==> src/design/assert_macros.svh <==
// Assertion macros shared by the line clipper RTL.
// No dependencies; included by modules that carry assertions.
`ifndef ASSERT_MACROS_SVH
`define ASSERT_MACROS_SVH
`ifndef ASSERT_OFF
`define LSC_ASSERT(lbl, clk, rst_n, prop) \
    lbl: assert property (@(posedge clk) disable iff (!rst_n) prop) \
        else $error("assertion failed");
`define LSC_NEVER(lbl, clk, rst_n, cond) \
    lbl: assert property (@(posedge clk) disable iff (!rst_n) !(cond)) \
        else $error("forbidden condition");
`else
`define LSC_ASSERT(lbl, clk, rst_n, prop)
`define LSC_NEVER(lbl, clk, rst_n, cond)
`endif
`endif

==> src/design/lsc_pkg.sv <==
// Types and constants for the line segment window clipper.
// No dependencies.
package lsc_pkg;
    localparam int COORD_BITS = 16;
    localparam int LANES      = 4;

    localparam logic [1:0] CFG_LEFT   = 2'd0;
    localparam logic [1:0] CFG_RIGHT  = 2'd1;
    localparam logic [1:0] CFG_TOP    = 2'd2;
    localparam logic [1:0] CFG_BOTTOM = 2'd3;

    typedef struct packed {
        logic signed [COORD_BITS-1:0] start_x;
        logic signed [COORD_BITS-1:0] start_y;
        logic signed [COORD_BITS-1:0] end_x;
        logic signed [COORD_BITS-1:0] end_y;
    } t_seg_in;

    typedef struct packed {
        logic signed [COORD_BITS-1:0] clipped_start_x;
        logic signed [COORD_BITS-1:0] clipped_start_y;
        logic signed [COORD_BITS-1:0] clipped_end_x;
        logic signed [COORD_BITS-1:0] clipped_end_y;
        logic                         visible;
    } t_seg_out;

    typedef struct packed {
        logic [COORD_BITS-1:0] x0;
        logic [COORD_BITS-1:0] y0;
        logic [COORD_BITS:0]   dx;
        logic [COORD_BITS:0]   dy;
        logic                  rej;
    } t_geo;

    typedef struct packed {
        logic [COORD_BITS-1:0] rem;
        logic [COORD_BITS-1:0] den;
        logic                  sat;
        logic                  act;
    } t_lane;
endpackage

==> src/design/lsc_front.sv <==
// Front cell: window registers, boundary terms p/q and divider setup.
// Depends on lsc_pkg.
module lsc_front import lsc_pkg::*; (
    input  logic                  i_clk,
    input  logic                  i_rst_n,
    input  logic                  i_cfg_we,
    input  logic [1:0]            i_cfg_idx,
    input  logic [COORD_BITS-1:0] i_cfg_data,
    input  logic                  i_v,
    input  t_seg_in               i_seg,
    output logic                  o_rdy,
    output logic                  o_v,
    output t_geo                  o_geo,
    output t_lane [LANES-1:0]     o_lane,
    input  logic                  i_rdy
);
    logic [COORD_BITS-1:0] r_left, r_right, r_top, r_bottom;
    logic                  r_v;
    t_geo                  r_geo, n_geo;
    t_lane [LANES-1:0]     r_lane, n_lane;
    logic                  take;
    logic [COORD_BITS:0]   p [LANES];
    logic [COORD_BITS:0]   q [LANES];
    logic [COORD_BITS:0]   ap, aq, sx, sy;
    logic                  pz, pn, qn, rej;
    logic                  sw;
    logic [1:0]            j;

    assign take  = !r_v || i_rdy;
    assign o_rdy = take;
    assign o_v   = r_v;
    assign o_geo = r_geo;
    assign o_lane = r_lane;

    always_ff @(posedge i_clk) begin
        if (!i_rst_n) begin
            r_left   <= COORD_BITS'(0);
            r_right  <= COORD_BITS'(639);
            r_top    <= COORD_BITS'(0);
            r_bottom <= COORD_BITS'(479);
        end else if (i_cfg_we) begin
            unique case (i_cfg_idx)
                CFG_LEFT:   r_left   <= i_cfg_data;
                CFG_RIGHT:  r_right  <= i_cfg_data;
                CFG_TOP:    r_top    <= i_cfg_data;
                CFG_BOTTOM: r_bottom <= i_cfg_data;
                default: ;
            endcase
        end
    end

    // even lanes carry the entry edge of an axis, odd lanes the exit edge
    always_comb begin
        sx = {i_seg.start_x[COORD_BITS-1], i_seg.start_x};
        sy = {i_seg.start_y[COORD_BITS-1], i_seg.start_y};
        n_geo.x0 = i_seg.start_x;
        n_geo.y0 = i_seg.start_y;
        n_geo.dx = {i_seg.end_x[COORD_BITS-1], i_seg.end_x} - sx;
        n_geo.dy = {i_seg.end_y[COORD_BITS-1], i_seg.end_y} - sy;
        p[0] = -n_geo.dx;
        p[1] = n_geo.dx;
        p[2] = -n_geo.dy;
        p[3] = n_geo.dy;
        q[0] = sx - {r_left[COORD_BITS-1], r_left};
        q[1] = {r_right[COORD_BITS-1], r_right} - sx;
        q[2] = sy - {r_top[COORD_BITS-1], r_top};
        q[3] = {r_bottom[COORD_BITS-1], r_bottom} - sy;
        rej = 1'b0;
        n_lane = '0;
        for (int i = 0; i < LANES; i++) begin
            sw = (i < 2) ? n_geo.dx[COORD_BITS] : n_geo.dy[COORD_BITS];
            j  = 2'(i) ^ {1'b0, sw};
            pz = (p[i] == '0);
            pn = p[i][COORD_BITS];
            qn = q[i][COORD_BITS];
            ap = pn ? -p[i] : p[i];
            aq = qn ? -q[i] : q[i];
            rej = rej || (qn && !pn);
            n_lane[j].rem = aq[COORD_BITS-1:0];
            n_lane[j].den = ap[COORD_BITS-1:0];
            n_lane[j].sat = aq[COORD_BITS-1:0] >= ap[COORD_BITS-1:0];
            n_lane[j].act = j[0] ? (!pn && !pz) : (pn && qn);
        end
        n_geo.rej = rej;
    end

    always_ff @(posedge i_clk) begin
        if (!i_rst_n) begin
            r_v <= 1'b0;
        end else if (take) begin
            r_v <= i_v;
        end
    end

    always_ff @(posedge i_clk) begin
        if (take && i_v) begin
            r_geo  <= n_geo;
            r_lane <= n_lane;
        end
    end
endmodule

==> config.mk <==
export PLATFORM = sky130hd
export DESIGN_NAME = lsc_front
export DESIGN_NICKNAME = d
export VERILOG_FILES = /design/src/design/assert_macros.svh /design/src/design/lsc_pkg.sv /design/src/design/lsc_front.sv
export SDC_FILE = /design/constraint.sdc
export NUM_CORES = 1
export LEC_CHECK = 0
export BUFFER_PORTS_ARGS = -buffer_cell sky130_fd_sc_hd__buf_2
export CORE_AREA = 2 2 249 190
export DETAILED_ROUTE_END_ITERATION = 8
export DIE_AREA = 0 0 251 192
export GPL_TIMING_DRIVEN = 0
export PLACE_DENSITY = 0.67
export SYNTH_ARGS = -nofsm -noshare
export SYNTH_HDL_FRONTEND = slang
export SYNTH_SLANG_ARGS = --single-unit
==> constraint.sdc <==
create_clock -name i_clk -period 5.2 [get_ports i_clk]
set_input_delay 0 -clock i_clk [delete_from_list [all_inputs] [get_ports i_clk]]
set_output_delay 0 -clock i_clk [all_outputs]
set_load 0.01 [all_outputs]
### After elaboration in Yosys (flattened, before gate mapping)

Index checks and enable logic that the tools add are counted.

* logic and storage cells: 156
* flip-flop bits (word level): 268
* bits of input ports: 87
* output and inout bits: 205

* equal/unequal tests: 3
* multiplexer cells: 59
* bitwise operators: 3
* $lt $le $gt $ge: 12
* $add $sub $neg: 14
* reduce and logical (&&, ||, !) cells: 39

Operator list (number)
* $bwmux W136: 15
* $demux W34 S1: 12
* $demux W34 S2: 4
* $and A136 B68 Y136: 1
* $mux W34: 4
* $mux W16: 8
* $sub A16 B16 Y17: 6
* $neg A16 Y16: 6
* $mux W18: 4
* $logic_not A17 Y1: 4
* $ge A16 B16 Y1: 4
* $neg A17 Y17: 2
* $logic_and A1 B1 Y1: 17
* $logic_not A1 Y1: 9
* $mux W1: 8
* $mux W2: 4
* $reduce_and A2 Y1: 4
* $lt A1 B3 Y1 const B: 2
* $lt A2 B3 Y1 const B: 2
* $eq A2 B2 Y1 const B: 2
* $ge A2 B1 Y1 const B: 2
* $logic_or A1 B1 Y1: 4
* $eq A2 B1 Y1 const B: 1
* $ge A1 B1 Y1 const B: 2
* 3 further kinds: 3

### Depth between registers and ports, before layout

* depth in word-level cells: 21
* mapped depth: 25
* gate-level depth less buffers: 25

### Worst setup path after synthesis

OpenSTA, ideal clock, no wires.

* kind: reg2reg
* start point: register r_v, in the netlist o_v
* end point: register r_geo, in the netlist o_geo[0], enable pin
* data required time: 4.615 ns
* arrival: 5.059 ns
* cell stages (with the launch flop): 3
* library setup time: 0.585 ns
* slack: -0.444 ns
* path buffers: 0
* period minus slack after synthesis: 5.644 ns
* cell sequence: dfxtp_1 > nand2b_1 > and2_1

* longest elaborated chain between the ends: 3

Ends and longest elaborated chain
* start: declaration: line lsc_front.sv:18 `logic r_v;`
* start signal: assignment: line lsc_front.sv:91 `r_v <= i_v;`
* $logic_not A1 Y1: line lsc_front.sv:29 `assign take = !r_v || i_rdy;`
* $logic_or A1 B1 Y1: line lsc_front.sv:29
* net o_rdy: line lsc_front.sv:11 `output logic o_rdy,`
* $logic_and A1 B1 Y1: line lsc_front.sv:96 `if (take && i_v) begin`
* end signal: assignment: line lsc_front.sv:97 `r_geo <= n_geo;`
* end: declaration: line lsc_front.sv:19 `t_geo r_geo, n_geo;`

The timed path passes the listed nets, and every way through them passes these cells.
A chain may end at the register's enable or synchronous reset.

==> results.toml <==
[sta]
worst_slack_ps = 141
hold_violations = 0
fin_crit_ps = 5060
period_share_pct = 97.3
slew_headroom_pct = 33.2
max_freq_mhz = 198
slew_viol_final = 0
setup_violations = 0
skew_ps = 19.0
worst_pin_slew_ps = 1000
holdWs_ps = 77.5

[setup_path]
crit_top_cell = "a21o_1"
reg2reg_from = "r_top[0]"
criticalPathCategory = "in -> reg"
worst_setup_path_start_kind = "input port"
path_buf_inv = 6
max_stage_delay_ps = 410
crit_slowest_cell = "nor4_4"
cp-startpoint = "i_seg[33]"
crit_path_max_fanout = 10
cp_top_family = "compound AO/OA/AOI/OAI gates"
worstPathRequired_ps = 5450
crit_arrival_ps = 5310
endpoint_kind = "flip-flop"

[die]
core_mm2 = 0.0456
num_rows = 68
die_h_um = 192
initial_utilization_pct = 44.6
io_pins = 292
dieArea_mm2 = 0.0482
fp.dieW_um = 251

[route]
drtIter0Drc = 1961
ant_nets = 0
routed-via-count = 19300
dr.pass1.iters = 5
viasPerCell = 5.80
wl_per_cell_um = 21.6
drcViolationCount = 0
totalWireLength_um = 71800

[placed_design]
dp_hpwl_um = 56400
portBuffers = 289
placed_cell_area_mm2 = 0.0226
place.gp.congestion = 0.959
pre_cts_slack_ps = -1290

[cells_and_area]
area.growth.synth_to_final_pct = 23.9
final_util_pct = 55.2
drive_gt1_share_pct = 21.1
nNetsFinal = 2968
final_cell_area_mm2 = 0.0252
nFillCells = 4187

[grt]
overflow = 0
track_usage_pct = 28.5
grt_antenna_before_repair = 1
grt_pass1_vias = 17700
grt_max_degree = 76
grt_pass1_wl_um = 105000

[pwr]
power_switching_share_pct = 39.0
power_frac_seq_pct = 31.7
ir_drop_uv = 259
p_int_mw = 5.25
power_mw = 8.62
p_per_area_mw_per_mm2 = 342
switchingPower_mw = 3.36
power.leakage_nw = 10.5
p_clk_share_pct = 22.7
combPwrFrac_pct = 45.7

[logic_synthesis]
synth_area_per_cell_um2 = 8.98
synthAdderAreaFrac_pct = 10.8
yosys-top-cells-count = "nand2_1, edfxtp_1, nor2_1, ha_1, inv_1"
postSynthNetCount = 2522
yosys_warnings = 0
ys_ff_latch = 264
netlist_instances = 2263
synth_area_leaders = "edfxtp_1, ha_1, dfxtp_1"
synth_top_area_share_pct = 29.4
synthSimpleGateAreaFrac_pct = 17.6
synth_compound_area_share_pct = 20.6
synth_top_family_by_area = "compound AO/OA/AOI/OAI gates"
synth_xor_area_share_pct = 8.61
syn_area_mm2 = 0.0203
synth_largest_area_cell = "edfxtp_1"
async_reset_ff_share_pct = 0
synthMuxAreaShare_pct = 1.72
seq_area_frac_synth_pct = 35.8
synth-edff-count = 199
yosysUniqueCellTypes = 104
yosysMostFrequentCell = "nand2_1"
ys.flop_type = "edfxtp_1"

[clock_network]
clk_latency_ps = 570
cts_root_buf = "clkbuf_16"
cts_made_buffers = 28
clk_pin_slew_ps = 60
htree_levels = 1
clock-sinks = 264
cts.path.max_buffers = 3
cts_tree = "yes"

[hold_path]
worstHoldStart = "i_seg[2]"
min-delay-path-class = "in -> reg"

[outcome]
outcome = "complete, no violations"

[flow_run]
drv_cap = 0
layer usage:
metal	GRT usage, %	vias up	wire length, µm
met4	6.68	0	1700
met5	0	-	0
met3	8.06	108	7700
li1	-	9102	-
met2	40.0	872	28800
met1	42.8	9193	33600
worst paths after layout:
check	end	slack, ps	cells past startpoint
worst min-delay path	o_geo[3]	80	4
worst min register to register	r_left[1]	460	2
worst max-delay path	o_lane[103]	140	27
worst max register to register	o_lane[103]	190	21
tightest hold or removal path, delay by kind of cell:
kind | cells | cell delay, ps
buffers and inverters | 2 | 170
XOR/XNOR | 1 | 150
adder cells (fa/ha/maj) | 1 | 210
sequential cells by signal, summed over array words and instances, names as in the netlist:
signal / cells
r_top: 16
r_right: 16
o_lane: 134
o_v: 1
o_geo: 65
r_left: 16
r_bottom: 16
power groups by stage:
stage          combinational (mW)  clock [mW]  sequential (mW)
2_1_floorplan                2.18           0             2.89
3_3_place_gp                 3.45           0             2.78
3_5_place_dp                 3.51           0             2.78
4_1_cts                      3.67        2.00             2.73
5_1_grt                      4.27        2.07             2.75
6_report                     3.93        1.95             2.73
cell type report:
| class | instances | area (µm²) | share of cell area [%] |
|---|---|---|---|
| buffer | 71 | 332 | 1.32 |
| inverter | 172 | 657 | 2.61 |
| tap | 595 | 744 | 2.96 |
| antenna | 1 | 2.50 | 0.00994 |
| clock inverter | 14 | 98.8 | 0.393 |
| timing repair buffer | 421 | 2670 | 10.6 |
| multi-input combinational | 1751 | 12600 | 50.1 |
| clock buffer | 37 | 788 | 3.13 |
| sequential | 264 | 7280 | 28.9 |
repair_timing:
item                       CTS  global route
hold endpoints to repair   110             0
setup endpoints to repair    4             4
hold buffers                60             0
pin swaps                   14            37
gates resized for setup     49            75
setup buffers               22            47
cell usage in the layout, fill, tap and decap left out, drive strengths merged, types with 25 or more instances in the layout:
cell	Yosys	routed
xnor2	124	124
o21ai	115	115
xor2	69	69
o211ai	25	25
dlygate4sd3	0	60
dfxtp	65	65
nor2	183	183
nand3	55	55
clkbuf	55	86
buf	21	383
edfxtp	199	199
mux2i	26	26
or3	26	26
o21a	34	34
nand2	254	254
inv	168	170
a21oi	131	131
ha	166	166
nor3	54	54
a21boi	54	54
a21o	58	58
per-stage QoR:
| step | cells | setup TNS (ps) |
|---|---|---|
| after global routing | 3326 | -47.2 |
| after detailed placement | 3150 | -4760 |
| after global placement | 3147 | -4620 |
| after floorplan | 2263 | 0 |
| after CTS | 3280 | 0 |
| final | 3326 | 0 |
kinds of logic (layout without fill, tap and decap cells):
| family | after synthesis | in the layout |
|---|---|---|
| adders and majority gates | 172 | 172 |
| AOI/OAI and AO/OA | 611 | 611 |
| DFF | 264 | 264 |
| and+or+nand+nor | 741 | 741 |
| muxes | 34 | 34 |
| xor gates and xnor gates | 193 | 193 |
| other | 0 | 1 |
| buffers and inverters | 248 | 715 |
Note: power is estimated with default switching activity, not from simulation.
