**src/design/assert_macros.svh**
```systemverilog
// Assertion macros shared by the line clipper RTL.
// No dependencies; included by modules that carry assertions.
`ifndef ASSERT_MACROS_SVH
`define ASSERT_MACROS_SVH
`ifndef ASSERT_OFF
`define LSC_ASSERT(lbl, clk, rst_n, prop) \
    lbl: assert property (@(posedge clk) disable iff (!rst_n) prop) \
        else $error("assertion failed");
`define LSC_NEVER(lbl, clk, rst_n, cond) \
    lbl: assert property (@(posedge clk) disable iff (!rst_n) !(cond)) \
        else $error("forbidden condition");
`else
`define LSC_ASSERT(lbl, clk, rst_n, prop)
`define LSC_NEVER(lbl, clk, rst_n, cond)
`endif
`endif

```
**src/design/lsc_pkg.sv**
```systemverilog
// Types and constants for the line segment window clipper.
// No dependencies.
package lsc_pkg;
    localparam int COORD_BITS = 16;
    localparam int LANES      = 4;

    localparam logic [1:0] CFG_LEFT   = 2'd0;
    localparam logic [1:0] CFG_RIGHT  = 2'd1;
    localparam logic [1:0] CFG_TOP    = 2'd2;
    localparam logic [1:0] CFG_BOTTOM = 2'd3;

    typedef struct packed {
        logic signed [COORD_BITS-1:0] start_x;
        logic signed [COORD_BITS-1:0] start_y;
        logic signed [COORD_BITS-1:0] end_x;
        logic signed [COORD_BITS-1:0] end_y;
    } t_seg_in;

    typedef struct packed {
        logic signed [COORD_BITS-1:0] clipped_start_x;
        logic signed [COORD_BITS-1:0] clipped_start_y;
        logic signed [COORD_BITS-1:0] clipped_end_x;
        logic signed [COORD_BITS-1:0] clipped_end_y;
        logic                         visible;
    } t_seg_out;

    typedef struct packed {
        logic [COORD_BITS-1:0] x0;
        logic [COORD_BITS-1:0] y0;
        logic [COORD_BITS:0]   dx;
        logic [COORD_BITS:0]   dy;
        logic                  rej;
    } t_geo;

    typedef struct packed {
        logic [COORD_BITS-1:0] rem;
        logic [COORD_BITS-1:0] den;
        logic                  sat;
        logic                  act;
    } t_lane;
endpackage

```
**src/design/lsc_back.sv**
```systemverilog
// Back end: entry/exit reduction, endpoint products, final adds.
// Depends on lsc_pkg and assert_macros.svh.
`include "assert_macros.svh"
module lsc_back import lsc_pkg::*; #(
    parameter int FRAC_BITS = 16
) (
    input  logic                             i_clk,
    input  logic                             i_rst_n,
    input  logic                             i_v,
    input  t_geo                             i_geo,
    input  t_lane [LANES-1:0]                i_lane,
    input  logic [LANES-1:0][FRAC_BITS-1:0]  i_quot,
    output logic                             o_rdy,
    output logic                             o_valid,
    output t_seg_out                         o_seg,
    input  logic                             i_stall
);
    localparam int TW = FRAC_BITS + 1;
    localparam int PW = COORD_BITS + TW;
    localparam logic [TW-1:0] T_ONE = {1'b1, {FRAC_BITS{1'b0}}};

    logic              r_a_v, r_b_v, r_c_v, take_a, take_b, take_c;
    t_geo              r_a_geo, r_b_geo;
    logic [TW-1:0]     r_a_t0, r_a_t1, n_t0, n_t1;
    logic [TW-1:0]     t [LANES];
    logic              r_a_vis, r_b_vis;
    logic [PW-1:0]     r_b_p [4];
    logic [COORD_BITS-1:0] mdx, mdy;
    t_seg_out          r_c_seg, n_seg;
    logic [COORD_BITS-1:0] off [4];
    logic [COORD_BITS-1:0] sgn [4];

    assign take_c  = !r_c_v || !i_stall;
    assign take_b  = !r_b_v || take_c;
    assign take_a  = !r_a_v || take_b;
    assign o_rdy   = take_a;
    assign o_valid = r_c_v;
    assign o_seg   = r_c_seg;

    always_comb begin
        for (int i = 0; i < LANES; i++) begin
            t[i] = i_lane[i].sat ? T_ONE : {1'b0, i_quot[i]};
        end
        n_t0 = '0;
        n_t1 = T_ONE;
        for (int i = 0; i < LANES; i += 2) begin
            if (i_lane[i].act && t[i] > n_t0) begin
                n_t0 = t[i];
            end
            if (i_lane[i+1].act && t[i+1] < n_t1) begin
                n_t1 = t[i+1];
            end
        end
    end

    always_comb begin
        mdx = r_a_geo.dx[COORD_BITS] ? COORD_BITS'(-r_a_geo.dx) : r_a_geo.dx[COORD_BITS-1:0];
        mdy = r_a_geo.dy[COORD_BITS] ? COORD_BITS'(-r_a_geo.dy) : r_a_geo.dy[COORD_BITS-1:0];
    end

    always_comb begin
        for (int i = 0; i < 4; i++) begin
            off[i] = r_b_p[i][FRAC_BITS +: COORD_BITS];
        end
        sgn[0] = r_b_geo.dx[COORD_BITS] ? -off[0] : off[0];
        sgn[1] = r_b_geo.dy[COORD_BITS] ? -off[1] : off[1];
        sgn[2] = r_b_geo.dx[COORD_BITS] ? -off[2] : off[2];
        sgn[3] = r_b_geo.dy[COORD_BITS] ? -off[3] : off[3];
        if (r_b_vis) begin
            n_seg.clipped_start_x = r_b_geo.x0 + sgn[0];
            n_seg.clipped_start_y = r_b_geo.y0 + sgn[1];
            n_seg.clipped_end_x   = r_b_geo.x0 + sgn[2];
            n_seg.clipped_end_y   = r_b_geo.y0 + sgn[3];
        end else begin
            n_seg.clipped_start_x = r_b_geo.x0;
            n_seg.clipped_start_y = r_b_geo.y0;
            n_seg.clipped_end_x   = r_b_geo.x0 + r_b_geo.dx[COORD_BITS-1:0];
            n_seg.clipped_end_y   = r_b_geo.y0 + r_b_geo.dy[COORD_BITS-1:0];
        end
        n_seg.visible = r_b_vis;
    end

    always_ff @(posedge i_clk) begin
        if (!i_rst_n) begin
            r_a_v <= 1'b0;
            r_b_v <= 1'b0;
            r_c_v <= 1'b0;
        end else begin
            if (take_a) begin
                r_a_v <= i_v;
            end
            if (take_b) begin
                r_b_v <= r_a_v;
            end
            if (take_c) begin
                r_c_v <= r_b_v;
            end
        end
    end

    always_ff @(posedge i_clk) begin
        if (take_a && i_v) begin
            r_a_geo <= i_geo;
            r_a_t0  <= n_t0;
            r_a_t1  <= n_t1;
            r_a_vis <= !i_geo.rej && (n_t0 < n_t1);
        end
        if (take_b && r_a_v) begin
            r_b_geo  <= r_a_geo;
            r_b_vis  <= r_a_vis;
            r_b_p[0] <= PW'(mdx) * PW'(r_a_t0);
            r_b_p[1] <= PW'(mdy) * PW'(r_a_t0);
            r_b_p[2] <= PW'(mdx) * PW'(r_a_t1);
            r_b_p[3] <= PW'(mdy) * PW'(r_a_t1);
        end
        if (take_c && r_b_v) begin
            r_c_seg <= n_seg;
        end
    end

    `LSC_NEVER(a_t1_le_one, i_clk, i_rst_n, r_a_v && (r_a_t1 > T_ONE))
    `LSC_NEVER(a_t0_le_one, i_clk, i_rst_n, r_a_v && (r_a_t0 > T_ONE))
endmodule

```
**config.mk**
```make
export PLATFORM = sky130hd
export DESIGN_NAME = lsc_back
export DESIGN_NICKNAME = d
export VERILOG_FILES = /design/src/design/lsc_pkg.sv /design/src/design/lsc_back.sv
export VERILOG_INCLUDE_DIRS = /design/src /design/src/design
export SDC_FILE = /design/constraint.sdc
export NUM_CORES = 2
export LEC_CHECK = 0
export ABC_CLOCK_PERIOD_IN_PS = 8000
export BUFFER_PORTS_ARGS = -buffer_cell sky130_fd_sc_hd__buf_4
export CAP_MARGIN = 25
export CORE_MARGIN = 2
export CORE_UTILIZATION = 45
export CTS_CLUSTER_DIAMETER = 100
export DETAILED_ROUTE_END_ITERATION = 7
export PLACE_DENSITY = 0.64
export SYNTH_ARGS = -nofsm -noshare
export SYNTH_HDL_FRONTEND = slang
export SYNTH_SLANG_ARGS = --single-unit
```
**constraint.sdc**
```tcl
create_clock -name i_clk -period 8 [get_ports i_clk]
set_input_delay 0.4 -clock i_clk [delete_from_list [all_inputs] [get_ports i_clk]]
set_output_delay 0.4 -clock i_clk [all_outputs]
set_load 0.005 [all_outputs]
```
Word level (Yosys, flattened, before mapping) --
Memories as Yosys holds them, arrays and structs flattened. Index checks and enable logic that the tools add are counted.
Storage, ports and cells: logic and storage cells 75, bits in writable memories 132, output and inout port bits 67, input bits 271, memories 1, register bits after elaboration 236
Cells by class: multiplexer cells 17, reduce and logical (&&, ||, !) cells 16, multipliers 4, add/sub/neg operators 12, $lt $le $gt $ge 5
Memories:
- r_b_p | words 4, bits a word 33, read ports 4, clocked after memory_dff 0, wr ports 4, line lsc_back.sv:27 | logic [PW-1:0] r_b_p [4];
Operators with widths (number):
- $mux W17 | 8
- $mul A16 B17 Y33 | 4
- $add A16 B16 Y16 | 6
- $mux W16 | 6
- $neg A16 Y16 | 6
- $mux W64 | 1
- $lt A17 B17 Y1 | 2
- $gt A17 B1 Y1 const B | 1
- $gt A17 B17 Y1 | 1
- $lt A17 B17 Y1 const B | 1
- $logic_and A1 B1 Y1 | 8
- $logic_not A1 Y1 | 5
- $logic_or A1 B1 Y1 | 3
- $mux W1 | 2

Longest topological paths before layout --
depth in word-level cells 9, depth in mapped cells 33, depth with buffers taken out 31

Worst setup path after synthesis --
No wires, ideal clock.
path kind reg2reg, from reg r_a_geo[1] (netlist name), to mem r_b_p[1][30] (netlist name), data pin, library setup time 0.262 ns, arrival 7.445 ns, period minus slack after synthesis 7.707 ns, data required time 7.738 ns, path buffers 1, path slack 0.293 ns, stages on the path, launching flop included 29, cells stage by stage edfxtp_1 -> or3_1 -> or4_1 -> o41ai_1 -> xnor2_1 -> clkbuf_1 -> nand2_1 -> fa_1 -> inv_1 -> fa_1 -> inv_1 -> fa_1 -> inv_1 -> fa_1 -> fa_1 -> inv_1 -> fa_1 -> inv_1 -> ha_1 -> o21a_1 -> and4_1 -> o311ai_1 -> nand3_1 -> o311a_1 -> a31oi_1 -> o31ai_1 -> a21oi_1 -> o21bai_1 -> xor2_1
RTL lines:
- from (decl) | line lsc_back.sv:23 | t_geo r_a_geo, r_b_geo;
- from (signal assigned) | line lsc_back.sv:103 | r_a_geo <= i_geo;
- to (decl) | line lsc_back.sv:27

==> results.sh <==
export IMPL_status="finished clean"
export IMPL_gr_usage_all_layers_pct=23.1
export IMPL_crit_required_ns=8.31
export IMPL_antenna_found_initial=1
export IMPL_clock_skew_ns=0.0440
export IMPL_rows=121
export IMPL_cp_max_fo=3
export IMPL_arrival_ns=8.24
export IMPL_synth_edf_count=297
export IMPL_slew_violations=0
export IMPL_hold_viol=0
export IMPL_coreArea_sq_um=108000
export IMPL_most_common_layout_cells="1030 x inv_1, 826 x fa_1, 786 x nand2_1"
export IMPL_ys_ff_latch=300
export IMPL_path_class="register to register"
export IMPL_ys_warn_count=0
export IMPL_placed_cells=6693
export IMPL_pin_count=338
export IMPL_grt_overflow=0
export IMPL_netlist_area_sq_um=49000
export IMPL_synth_cells=5114
export IMPL_tightest_slew_ns=1.07
export IMPL_post_route_period_util_pct=99.0
export IMPL_regArea_sq_um=8980
export IMPL_drc=0
export IMPL_setup_ws_ns=0.0789
export IMPL_hp_class="primary input to register"
export IMPL_synth_top_area_cell="fa_1"
export IMPL_max_slew_margin_pct=28.7
export IMPL_drv_cap=0
export IMPL_synth_top_area_share_pct=33.8
export IMPL_avgViaCountPerCell=5.16
export IMPL_io_buffers=209
export IMPL_synth_cell_types=77
export IMPL_grt_max_degree=69
export IMPL_setup_violations=0
export IMPL_path_clk_slew_ns=0.06
export IMPL_layout_nets=6989
export IMPL_drt_wl_total_microns=127000
export IMPL_ys_seq_area_share_pct=18.3
export IMPL_whs_path_depth=1
export IMPL_ant_nets=0
export IMPL_rr_worst_depth=27
export IMPL_max_freq_mhz=126
export IMPL_rsz0062_at_grt="true"
export IMPL_cts_tree="yes"
export IMPL_drt_first_pass_iters=5
export IMPL_num_fill_cells=9793
export IMPL_dp_hpwl_microns=98800
export IMPL_root_buffer="clkbuf_16"
export IMPL_drive_above_1_share_pct=11.1
export IMPL_netlist_top_cells_area="fa_1 34%, edfxtp_1 18%, ha_1 13%"
export IMPL_vias=35200
export IMPL_instances_no_fill=6818
export IMPL_initial_core_util_pct=45.2
export IMPL_die_h_microns=334
export IMPL_gp_routability_congestion=0.900
export IMPL_wl_per_cell_microns=18.6
export IMPL_clk_latency_ns=0.57
export IMPL_avgSynthCellArea_sq_um=9.59
export IMPL_async_flop_share_pct=0
export IMPL_synth_top_flop_cell="edfxtp_1"
export IMPL_cp_end_kind="register"
export IMPL_first_iter_violations=2050
export IMPL_cts_buffer_depth=3
export IMPL_final_common_cell="inv_1"
export IMPL_startpoint="r_a_geo[1]"
export IMPL_layout_min_cycle_time_ns=7.92
export IMPL_dieWidth_microns=334
export IMPL_multiInputGateArea_sq_um=35900
export IMPL_place_ws_ns=-0.00194
export IMPL_first_global_vias=37200
export IMPL_worstHoldStart="i_geo[23]"
export IMPL_r2r_start="r_a_geo[1]"
export IMPL_die_area_sq_um=112000
export IMPL_critPathLaunchType="register"
export IMPL_holdWs_ns=0.0339
export IMPL_syn_to_final_growth_pct=13.3
export IMPL_grt_pass1_wl_microns=203000
export IMPL_synth_nets=6720
export IMPL_htree_num_levels=2
export IMPL_cts_made_buffers=34
export IMPL_clock_sinks=300
[worst max-delay path: stages (launching register included)]
cell      delay, ns
edfxtp_1       0.41
or3_4          0.42
or4_4          0.56
o41ai_2        0.30
buf_4          0.21
nand2_4        0.07
xor2_4         0.18
buf_12         0.15
and2_4         0.14
fa_1           0.49
inv_2          0.04
fa_1           0.51
inv_2          0.04
fa_1           0.48
fa_1           0.52
fa_1           0.54
fa_1           0.50
ha_1           0.30
o21a_1         0.12
and4_1         0.16
o311ai_2       0.07
nand3_2        0.10
buf_6          0.15
o311a_4        0.38
a31oi_4        0.20
o21bai_1       0.17
o41ai_2        0.30
xnor2_1        0.10
[worst paths after layout]
check	to	slack (ns)
min reg2reg	r_b_geo[46]	0.42
min	r_a_geo[23]	0.03
max	r_b_p[1][27]	0.08
max reg2reg	r_b_p[1][27]	0.08
[kinds of logic after synthesis]
kind of cell               share of synthesized area, %
and+or+nand+nor                                    15.2
xor gates and xnor gates                           3.89
muxes                                             0.781
buffers and inverters                              9.70
DFF                                                18.3
AOI/OAI and AO/OA                                  5.37
adders and majority gates                          46.7
[cell type report]
type                       instances  area share, %
multi-input combinational       3549           64.7
sequential                       300           16.2
timing repair buffer             465           7.01
inverter                        1033           6.98
tap                             1414           3.18
clock buffer                      39           1.57
clock inverter                    17          0.421
antenna                            1        0.00450
[flip-flops by register name, indices dropped and copies added, names as in the netlist]
register	count
r_a_v	1
o_valid	1
r_b_v	1
r_b_p	64
r_a_t0	17
r_b_vis	1
r_a_t1	17
r_a_vis	1
r_a_geo	66
r_b_geo	66
o_seg	65
[cell usage after synthesis (9+ instances only)]
library cell  number
clkbuf_1         226
nand2_1          790
xor2_1            69
nor3_1            37
o31ai_1           25
o41ai_1            9
nand4_1           18
nand2b_1          24
o21ai_0           75
ha_1             507
a21oi_1          123
inv_1           1032
mux2_2            27
nor2_1           110
and2_1           419
a21o_1            47
edfxtp_1         297
o21bai_1          14
and3_1            12
nor2b_1           50
or3_1             19
fa_1             828
xnor2_1          147
a211oi_1          14
nand3_1           43
o21a_1            33
or4_1              9
[routing by layer]
layer | share of wire [%] | track usage [%] | wire [microns]
met4 | 2.2 | 5.37 | 2780
met5 | 0 | 0 | 0
met1 | 44 | 32.2 | 56100
met3 | 7.2 | 3.84 | 9150
met2 | 46 | 37.6 | 58500
[stage by stage]
step	instance area (sq um)	utilization, %	TNS, ns
2_1_floorplan	49000	-	0
3_3_place_gp	53400	49.3	0
3_5_place_dp	53400	49.3	-0.00194
4_1_cts	55000	50.7	0
5_1_grt	55500	51.2	-2.43
6_report	55500	51.2	0
[what timing repair did]
item,CTS,global route
buffers inserted,0,21
pin swaps,0,47
hold endpoints to repair,45,0
setup endpoints to repair,2,32
hold buffers,45,0
cloned,0,1
resized for setup,1,69
Power is not shown: default switching activity piles up to over one toggle a cycle in this logic, so the estimate is an artifact.
