[config.mk]
export PLATFORM = sky130hd
export DESIGN_NAME = lsc_div_cell
export DESIGN_NICKNAME = d
export VERILOG_FILES = /design/src/design/lsc_pkg.sv /design/src/design/lsc_div_cell.sv
export VERILOG_INCLUDE_DIRS = /design/src /design/src/design
export SDC_FILE = /design/constraint.sdc
export NUM_CORES = 1
export LEC_CHECK = 0
export ABC_AREA = 1
export BUFFER_PORTS_ARGS = -buffer_cell sky130_fd_sc_hd__buf_2
export CORE_AREA = 2 2 213 215
export DETAILED_ROUTE_END_ITERATION = 10
export DIE_AREA = 0 0 215 217
export PLACE_DENSITY = 0.51
export SYNTH_ARGS = -nofsm -noshare
export SYNTH_HDL_FRONTEND = slang
export SYNTH_SLANG_ARGS = --single-unit
[constraint.sdc]
create_clock -name i_clk -period 23.3 [get_ports i_clk]
set_clock_uncertainty 0.05 [all_clocks]
set_input_delay 5.825 -clock i_clk [delete_from_list [all_inputs] [get_ports i_clk]]
set_output_delay 5.825 -clock i_clk [all_outputs]
set_load 0.01 [all_outputs]
[src/design/assert_macros.svh]
// Assertion macros shared by the line clipper RTL.
// No dependencies; included by modules that carry assertions.
`ifndef ASSERT_MACROS_SVH
`define ASSERT_MACROS_SVH
`ifndef ASSERT_OFF
`define LSC_ASSERT(lbl, clk, rst_n, prop) \
    lbl: assert property (@(posedge clk) disable iff (!rst_n) prop) \
        else $error("assertion failed");
`define LSC_NEVER(lbl, clk, rst_n, cond) \
    lbl: assert property (@(posedge clk) disable iff (!rst_n) !(cond)) \
        else $error("forbidden condition");
`else
`define LSC_ASSERT(lbl, clk, rst_n, prop)
`define LSC_NEVER(lbl, clk, rst_n, cond)
`endif
`endif

[src/design/lsc_pkg.sv]
// Types and constants for the line segment window clipper.
// No dependencies.
package lsc_pkg;
    localparam int COORD_BITS = 16;
    localparam int LANES      = 4;

    localparam logic [1:0] CFG_LEFT   = 2'd0;
    localparam logic [1:0] CFG_RIGHT  = 2'd1;
    localparam logic [1:0] CFG_TOP    = 2'd2;
    localparam logic [1:0] CFG_BOTTOM = 2'd3;

    typedef struct packed {
        logic signed [COORD_BITS-1:0] start_x;
        logic signed [COORD_BITS-1:0] start_y;
        logic signed [COORD_BITS-1:0] end_x;
        logic signed [COORD_BITS-1:0] end_y;
    } t_seg_in;

    typedef struct packed {
        logic signed [COORD_BITS-1:0] clipped_start_x;
        logic signed [COORD_BITS-1:0] clipped_start_y;
        logic signed [COORD_BITS-1:0] clipped_end_x;
        logic signed [COORD_BITS-1:0] clipped_end_y;
        logic                         visible;
    } t_seg_out;

    typedef struct packed {
        logic [COORD_BITS-1:0] x0;
        logic [COORD_BITS-1:0] y0;
        logic [COORD_BITS:0]   dx;
        logic [COORD_BITS:0]   dy;
        logic                  rej;
    } t_geo;

    typedef struct packed {
        logic [COORD_BITS-1:0] rem;
        logic [COORD_BITS-1:0] den;
        logic                  sat;
        logic                  act;
    } t_lane;
endpackage

[src/design/lsc_div_cell.sv]
// Divider cell: one quotient bit of each boundary ratio per stage.
// Depends on lsc_pkg and assert_macros.svh.
`include "assert_macros.svh"
module lsc_div_cell import lsc_pkg::*; #(
    parameter int FRAC_BITS = 16
) (
    input  logic                             i_clk,
    input  logic                             i_rst_n,
    input  logic                             i_v,
    input  t_geo                             i_geo,
    input  t_lane [LANES-1:0]                i_lane,
    input  logic [LANES-1:0][FRAC_BITS-1:0]  i_quot,
    output logic                             o_rdy,
    output logic                             o_v,
    output t_geo                             o_geo,
    output t_lane [LANES-1:0]                o_lane,
    output logic [LANES-1:0][FRAC_BITS-1:0]  o_quot,
    input  logic                             i_rdy
);
    logic                            r_v, take;
    t_geo                            r_geo;
    t_lane [LANES-1:0]               r_lane, n_lane;
    logic [LANES-1:0][FRAC_BITS-1:0] r_quot, n_quot;
    logic [COORD_BITS:0]             r2, diff;
    logic                            ge;

    assign take   = !r_v || i_rdy;
    assign o_rdy  = take;
    assign o_v    = r_v;
    assign o_geo  = r_geo;
    assign o_lane = r_lane;
    assign o_quot = r_quot;

    always_comb begin
        for (int i = 0; i < LANES; i++) begin
            r2   = {i_lane[i].rem, 1'b0};
            diff = r2 - {1'b0, i_lane[i].den};
            ge   = r2 >= {1'b0, i_lane[i].den};
            n_lane[i]     = i_lane[i];
            n_lane[i].rem = ge ? diff[COORD_BITS-1:0] : r2[COORD_BITS-1:0];
            n_quot[i]     = {i_quot[i][FRAC_BITS-2:0], ge};
        end
    end

    always_ff @(posedge i_clk) begin
        if (!i_rst_n) begin
            r_v <= 1'b0;
        end else if (take) begin
            r_v <= i_v;
        end
    end

    always_ff @(posedge i_clk) begin
        if (take && i_v) begin
            r_geo  <= i_geo;
            r_lane <= n_lane;
            r_quot <= n_quot;
        end
    end

    `LSC_NEVER(a_rem_below_den, i_clk, i_rst_n, r_v && r_lane[0].act && !r_lane[0].sat && (r_lane[0].rem >= r_lane[0].den))
endmodule

* Yosys cells after proc, flatten, opt, wreduce, memory -nomap -nowiden
Index checks and enable logic that the tools add are counted.
W data, S select, Z words.
** Storage, ports and cells
- Word-level logic and storage cells :: 45
- Bits of input ports :: 271
- Output and inout bits :: 269
- Flip-flop bits (word level) :: 268
** Operators by class
- Reductions and logical operators :: 3
- $add $sub $neg :: 4
- Multiplexer cells :: 4
- Magnitude comparators :: 4
** Operators by type and width (number)
- $ge A17 B16 Y1 :: 4
- $mux W16 :: 4
- $sub A16 B16 Y16 :: 4
- $logic_and A1 B1 Y1 :: 1
- $logic_not A1 Y1 :: 1
- $logic_or A1 B1 Y1 :: 1

* Logic depth before layout (Yosys ltp)
Gate-level depths: netlist of the first run.
- Depth in word-level cells :: 3
- Depth in mapped cells :: 15
- Depth with buffers taken out :: 13

* Worst setup path before layout of the first run
Ideal clock, no wire load.
- Kind :: input to register
- From :: input port i_v
- To :: register r_geo, in the netlist o_geo[0], enable pin
- Library setup time :: 0.983 ns
- Path slack :: 3.604 ns
- Stages :: 2
- Arrival time :: 18.663 ns
- Path buffers :: 0
- Data required time :: 22.267 ns
- Path through :: inv_1 -> a21oi_1
** Between the ends
- Word-level cells in the longest chain between the ends :: 1
** RTL lines
- start, declared :: RTL line lsc_div_cell.sv:9 : input logic i_v,
- $logic_and A1 B1 Y1 :: RTL line lsc_div_cell.sv:54 : if (take && i_v) begin
- end signal, assigned :: RTL line lsc_div_cell.sv:55 : r_geo <= i_geo;
- end, declared :: RTL line lsc_div_cell.sv:21 : t_geo r_geo;
No other way between the ends.
A chain may end at the register's enable or synchronous reset.

* Final worst setup path of the first run
- From :: input port i_rdy
- To :: output port o_rdy
** Between the ends
- Word-level cells in the longest chain between the ends :: 1
** RTL lines
- start, declared :: RTL line lsc_div_cell.sv:18 : input logic i_rdy
- $logic_or A1 B1 Y1 :: RTL line lsc_div_cell.sv:27 : assign take = !r_v || i_rdy;
- end, declared :: RTL line lsc_div_cell.sv:13 : output logic o_rdy,
No other way between the ends.

==> results of run 1 <==
## routing by layer
layer	routed length [µm]	global-route usage, %	up-vias	part of all wire, %
met4	941	4.966	4	2.3
met3	2788	3.899	59	6.9
met1	16390	20.08	4996	41
met2	20010	29.22	356	50
met5	25	0	-	0.062
li1	-	-	5430	-
## sequential cells by signal (all words and copies together), names as in the netlist
name and flops:
o_lane 136, o_geo 67, o_v 1, o_quot 64
## final cells by class
| type | instances | share of cell area [%] |
|---|---|---|
| clock inverter | 13 | 0.5539 |
| antenna | 3 | 0.04261 |
| timing repair buffer | 539 | 15.37 |
| inverter | 224 | 4.801 |
| sequential | 268 | 45.62 |
| tap | 600 | 4.261 |
| multi-input combinational | 813 | 24.74 |
| clock buffer | 41 | 4.616 |
## worst register-to-register path: cells and delay by family (launching register included)
family,cells,cell delay (ps)
AO/OA/AOI/OAI,1,790
flip-flops,1,340
buffers and inverters,2,1560
## power breakdown
group	switching, µW	leakage (µW)	internal, µW	total (µW)
logic	145	0.00567	84.9	230
clock network	189	0.000428	254	443
registers	7.81	0.00259	577	584
## final timing paths
| path | start | end | slack [ps] | cells after the start |
|---|---|---|---|---|
| max reg2reg | o_v | o_geo[61] | 20100 | 3 |
| min reg2reg | o_v | o_v | 500 | 2 |
| max | i_rdy | o_rdy | 11190 | 4 |
| min | o_v | o_v | 500 | 2 |
## through the flow
stage / cells / util (%)
floorplan: 1319 / -
global route: 2501 / 39.42
CTS: 2498 / 39.40
global placement: 2444 / 37.36
finish: 2501 / 39.42
detailed placement: 2444 / 37.36
## kinds of logic (layout without fill, tap and decap cells)
logic type	after synthesis	in the layout	synth area share [%]
other	0	3	0
adder cells (fa/ha/maj)	68	68	6.602
flip-flops	268	268	60.24
buffers and inverters	238	817	7.183
AND/OR/NAND/NOR	674	674	22.52
AO/OA/AOI/OAI	45	45	1.744
XOR/XNOR	26	26	1.707
## cell usage in the layout, fill, tap and decap left out, types with 5 or more instances in the layout
master,instances
sky130_fd_sc_hd__a21oi_1,37
sky130_fd_sc_hd__nand2_4,6
sky130_fd_sc_hd__nand3b_1,15
sky130_fd_sc_hd__buf_2,535
sky130_fd_sc_hd__nand3_2,9
sky130_fd_sc_hd__and2_1,11
sky130_fd_sc_hd__nand3_1,90
sky130_fd_sc_hd__nand2_1,437
sky130_fd_sc_hd__edfxtp_1,267
sky130_fd_sc_hd__nor2_2,11
sky130_fd_sc_hd__nand2_2,6
sky130_fd_sc_hd__nor3_1,7
sky130_fd_sc_hd__clkinv_1,5
sky130_fd_sc_hd__xor2_1,20
sky130_fd_sc_hd__inv_1,221
sky130_fd_sc_hd__nor2_1,53
sky130_fd_sc_hd__clkbuf_1,10
sky130_fd_sc_hd__ha_1,64
sky130_fd_sc_hd__clkbuf_16,31
sky130_fd_sc_hd__nand4_1,19
sky130_fd_sc_hd__xnor2_1,6
==> results_dict.tcl, run 1 <==
set metrics [dict create \
    outcome "completed" \
    placed_area_um2 16700 \
    synth_top_cell_area_share_pct 60.09 \
    netlist-cell-type-count 34 \
    path_clk_slew_ps 60 \
    dominantRegCellSynth "sky130_fd_sc_hd__edfxtp_1" \
    postCtsHoldBufs 0 \
    max-clock-path-buffers 3 \
    dr.pass1.iters 5 \
    synthCells 1319 \
    synth.yosys.warnings 0 \
    family_with_the_most_delay_on_the_worst_path "buffers and inverters" \
    vias 10850 \
    count_of_unresolved_drc_violations_after_routing 0 \
    cts_tree "done" \
    post_synth_main_area_contributors "sky130_fd_sc_hd__edfxtp_1, sky130_fd_sc_hd__nand2_1, sky130_fd_sc_hd__inv_1" \
    timing.critical_path.slowest_stage_cell "sky130_fd_sc_hd__buf_2" \
    worst-path-max-fanout 2 \
    grt_start_max_net_pins 85 \
    dp_worst_setup_slack_ps 11200 \
    worst_pin_slew_ps 1069 \
    cp.arrival_ps 6230 \
    drt_iter0_markers 540 \
    count_leader_synth "sky130_fd_sc_hd__nand2_1" \
    synth_enable_flop_cells 267 \
    min_period_ps 12110 \
    die_w_um 215 \
    sort_of_element_at_the_start_of_the_critical_path "primary input" \
    post_synth.cell_area_avg_um2 10.12 \
    worst_slack_ps 11190 \
    worst_setup_path_end_kind "output pin" \
    asyncSetResetFlopFracSynth_pct 0 \
    power_uw 1257 \
    initial_core_util_pct 29.85 \
    num-nets-final 2215 \
    achievable-frequency_mhz 82.61 \
    place.gp.congestion 0.8945 \
    report.final.setup_viol 0 \
    htreeDepth 1 \
    cp_common_cell "sky130_fd_sc_hd__buf_2" \
    multiInputGateArea_um2 4358 \
    dp_hpwl_um 32450 \
    tritoncts_num_sinks 268 \
    root_buffer "sky130_fd_sc_hd__clkbuf_16" \
    max-slew-margin-rel_pct 28.70 \
    timing.critical_path.buf_inv 3 \
    floorplan.io_pins 540 \
    number_of_cells_upsized_or_downsized_after_cts 0 \
    grt_pass1_vias 10800 \
    drt-vias-per-instance 4.336 \
    core_um2 44700 \
    post_route_cells_drive_above_1_share_pct 32.72 \
    rsz_0062_raised_after_global_routing "no" \
    postRouteAntennaNets 0 \
    seq_area_um2 8038 \
    buffer_ports.inserted 535 \
    slowest_delay_ps 140 \
    clock_latency_ps 560 \
    fin_setup_tns_ps 0 \
    postSynthRegisterBits 268 \
    cts_buffers 30 \
    worstPathCellList "buf_2 -> inv_1 -> nand2_1 -> buf_2" \
    synth_sequential_area_ratio_pct 60.24 \
    postRouteWirelength_um 40160 \
    ir_drop_v 0.00005403 \
    hold_ws_ps 502.4 \
    fp.dieArea_um2 46660 \
    final_design_area_no_fill_um2 17620 \
    synth_largest_area_cell "sky130_fd_sc_hd__edfxtp_1" \
    layout.filler_cells 4587 \
    mapped_cell_area_um2 13340 \
    die-height_um 217 \
    worstSetupPathType "primary input to output pin" \
    postSynthNetCount 1658 \
    overflow 0 \
    gr-usage-all-layers_pct 16.55 \
    cellPowerDensity_nw_per_um2 71.34 \
    post-route-period-util_pct 51.95 \
    routed_wire_length_per_instance_um 16.06 \
    area_growth_syn_to_layout_pct 32.04 \
    p_leak_uw 0.008693 \
    hold_viol_final 0 \
    core.rowCount 78 \
    max_cap_viol_count 0 \
    grt_antenna_before_repair 7 \
    post_cts_setup_buffers 0 \
    worst_ep_required_time_ps 17430 \
    grt_pass1_wl_um 60280 \
    timing.final.max_slew_violations 0 \
    netlist_top_cells_count "sky130_fd_sc_hd__nand2_1, sky130_fd_sc_hd__edfxtp_1, sky130_fd_sc_hd__inv_1" \
    min_path_type "register to register" \
]
No activity file was read; power rests on OpenSTA's default activity.
==> run 2, diff against run 1 <==
==> constraint.sdc (replaced) <==
create_clock -name i_clk -period 11.15 [get_ports i_clk]
set_clock_uncertainty 0.05 [all_clocks]
set_input_delay 2.7875 -clock i_clk [delete_from_list [all_inputs] [get_ports i_clk]]
set_output_delay 2.7875 -clock i_clk [all_outputs]
set_load 0.01 [all_outputs]
==> results_dict.tcl, run 2 (synthesis gave the netlist of run 1 again) <==
set metrics [dict create \
    outcome "completed" \
    worst_pin_slew_ps 978.3 \
    timing.final.max_slew_violations 0 \
    final_design_area_no_fill_um2 17610 \
    layout_commonest_cell "sky130_fd_sc_hd__buf_2" \
    fin_setup_tns_ps 0 \
    cts_buffers 31 \
    max-clock-path-buffers 3 \
    seq_area_um2 8038 \
    ir_drop_v 0.0001042 \
    clock_latency_ps 570 \
    overflow 0 \
    hold_viol_final 0 \
    fp.dieArea_um2 46660 \
    worst_setup_path_end_kind "output pin" \
    postRouteAntennaNets 0 \
    drt-vias-per-instance 4.374 \
    report.final.setup_viol 0 \
    worst_ep_required_time_ps 8310 \
    root_buffer "sky130_fd_sc_hd__clkbuf_16" \
    place.gp.congestion 0.8920 \
    grt_pass1_vias 11000 \
    largest_register_ff_count 136 \
    layout.filler_cells 4579 \
    floorplan.io_pins 540 \
    path_clk_slew_ps 60 \
    min_path_type "register to register" \
    whs_path_depth 2 \
    multiInputGateArea_um2 4358 \
    hold_ws_ps 502.1 \
    commonest_non_fill_non_tap_cells_in_the_layout "sky130_fd_sc_hd__buf_2, sky130_fd_sc_hd__nand2_1, sky130_fd_sc_hd__edfxtp_1" \
    cp.arrival_ps 3200 \
    tritoncts_num_sinks 268 \
    worst-path-max-fanout 2 \
    buffer_ports.inserted 535 \
    vias 10940 \
    placed_area_um2 16700 \
    post-route-period-util_pct 54.14 \
    cts_tree "done" \
    core_um2 44700 \
    dr.pass1.iters 5 \
    dp_worst_setup_slack_ps 5109 \
    p_leak_uw 0.008706 \
    utilization_pct 39.39 \
    drt_iter0_markers 474 \
    number_of_cells_upsized_or_downsized_after_cts 0 \
    gr-usage-all-layers_pct 16.96 \
    max-slew-margin-rel_pct 34.78 \
    min_period_ps 6036 \
    achievable-frequency_mhz 165.7 \
    num-nets-final 2216 \
    count_of_unresolved_drc_violations_after_routing 0 \
    grt_antenna_before_repair 12 \
    core.rowCount 78 \
    die_w_um 215 \
    grt_pass1_wl_um 61750 \
    htreeDepth 1 \
    post_route_cells_drive_above_1_share_pct 32.98 \
    sort_of_element_at_the_start_of_the_critical_path "primary input" \
    dp_hpwl_um 32800 \
    r2r_cell_count 3 \
    cellPowerDensity_nw_per_um2 148.6 \
    area_growth_syn_to_layout_pct 31.96 \
    initial_core_util_pct 29.85 \
    max_cap_viol_count 0 \
    post_cts_setup_buffers 0 \
    postRouteWirelength_um 40690 \
    worst_slack_ps 5114 \
    grt_start_max_net_pins 79 \
    postCtsHoldBufs 0 \
    routed_wire_length_per_instance_um 16.28 \
    die-height_um 217 \
    worstSetupPathType "primary input to output pin" \
    rsz_0062_raised_after_global_routing "no" \
]
-- run 2: cell count changes in the layout (fill, tap and decap cells not counted) --
cell                         delta
sky130_fd_sc_hd__bufinv_16      -1
sky130_fd_sc_hd__clkbuf_1       -6
sky130_fd_sc_hd__clkinv_1       +1
sky130_fd_sc_hd__clkinv_2       +4
sky130_fd_sc_hd__clkinv_4       +1
sky130_fd_sc_hd__clkinvlp_4     -2
sky130_fd_sc_hd__diode_2        -1
sky130_fd_sc_hd__inv_6          +3
-- run 2: worst max-delay path, cell delays in order --
cell and delay [ps]:
sky130_fd_sc_hd__buf_2 90, sky130_fd_sc_hd__inv_1 90, sky130_fd_sc_hd__nand2_1 80, sky130_fd_sc_hd__buf_2 140
-- run 2: per-layer routing --
layer	global-route usage [%]	part of all wire, %
met4	4.460	2.1
met2	30.57	50
met1	19.49	39
met3	5.241	8.6
met5	0	0.17
-- run 2: area by class of cell --
class                   count  share of cell area (%)
multi-input cells         813                   24.75
flip-flops and latches    268                   45.65
diodes                      2                 0.02843
clock inverters            19                  0.6325
well taps                 600                   4.264
clock buffers              35                   4.491
inverters                 224                   4.804
repair buffers            539                   15.38
-- run 2: path summary, 6_finish.rpt --
path                            slack, ps  start          to
worst max register to register       8710    o_v  o_lane[65]
worst min-delay path                  500    o_v         o_v
worst min register to register        500    o_v         o_v
worst max-delay path                 5110  i_rdy       o_rdy
-- run 2: per-stage QoR --
stage / cells / power [µW]
global placement: 2444 / 1724
floorplan: 1319 / 1541
global route: 2499 / 2760
finish: 2500 / 2616
CTS: 2498 / 2662
detailed placement: 2444 / 1728
-- run 2: where the power goes --
| group | total (µW) | internal, µW | switching, µW | leakage, µW |
|---|---|---|---|---|
| clock | 914 | 507 | 407 | 0.000442 |
| combinational | 479 | 177 | 301 | 0.00567 |
| sequential | 1220 | 1210 | 17.5 | 0.00259 |
| total | 2620 | 1890 | 726 | 0.00871 |
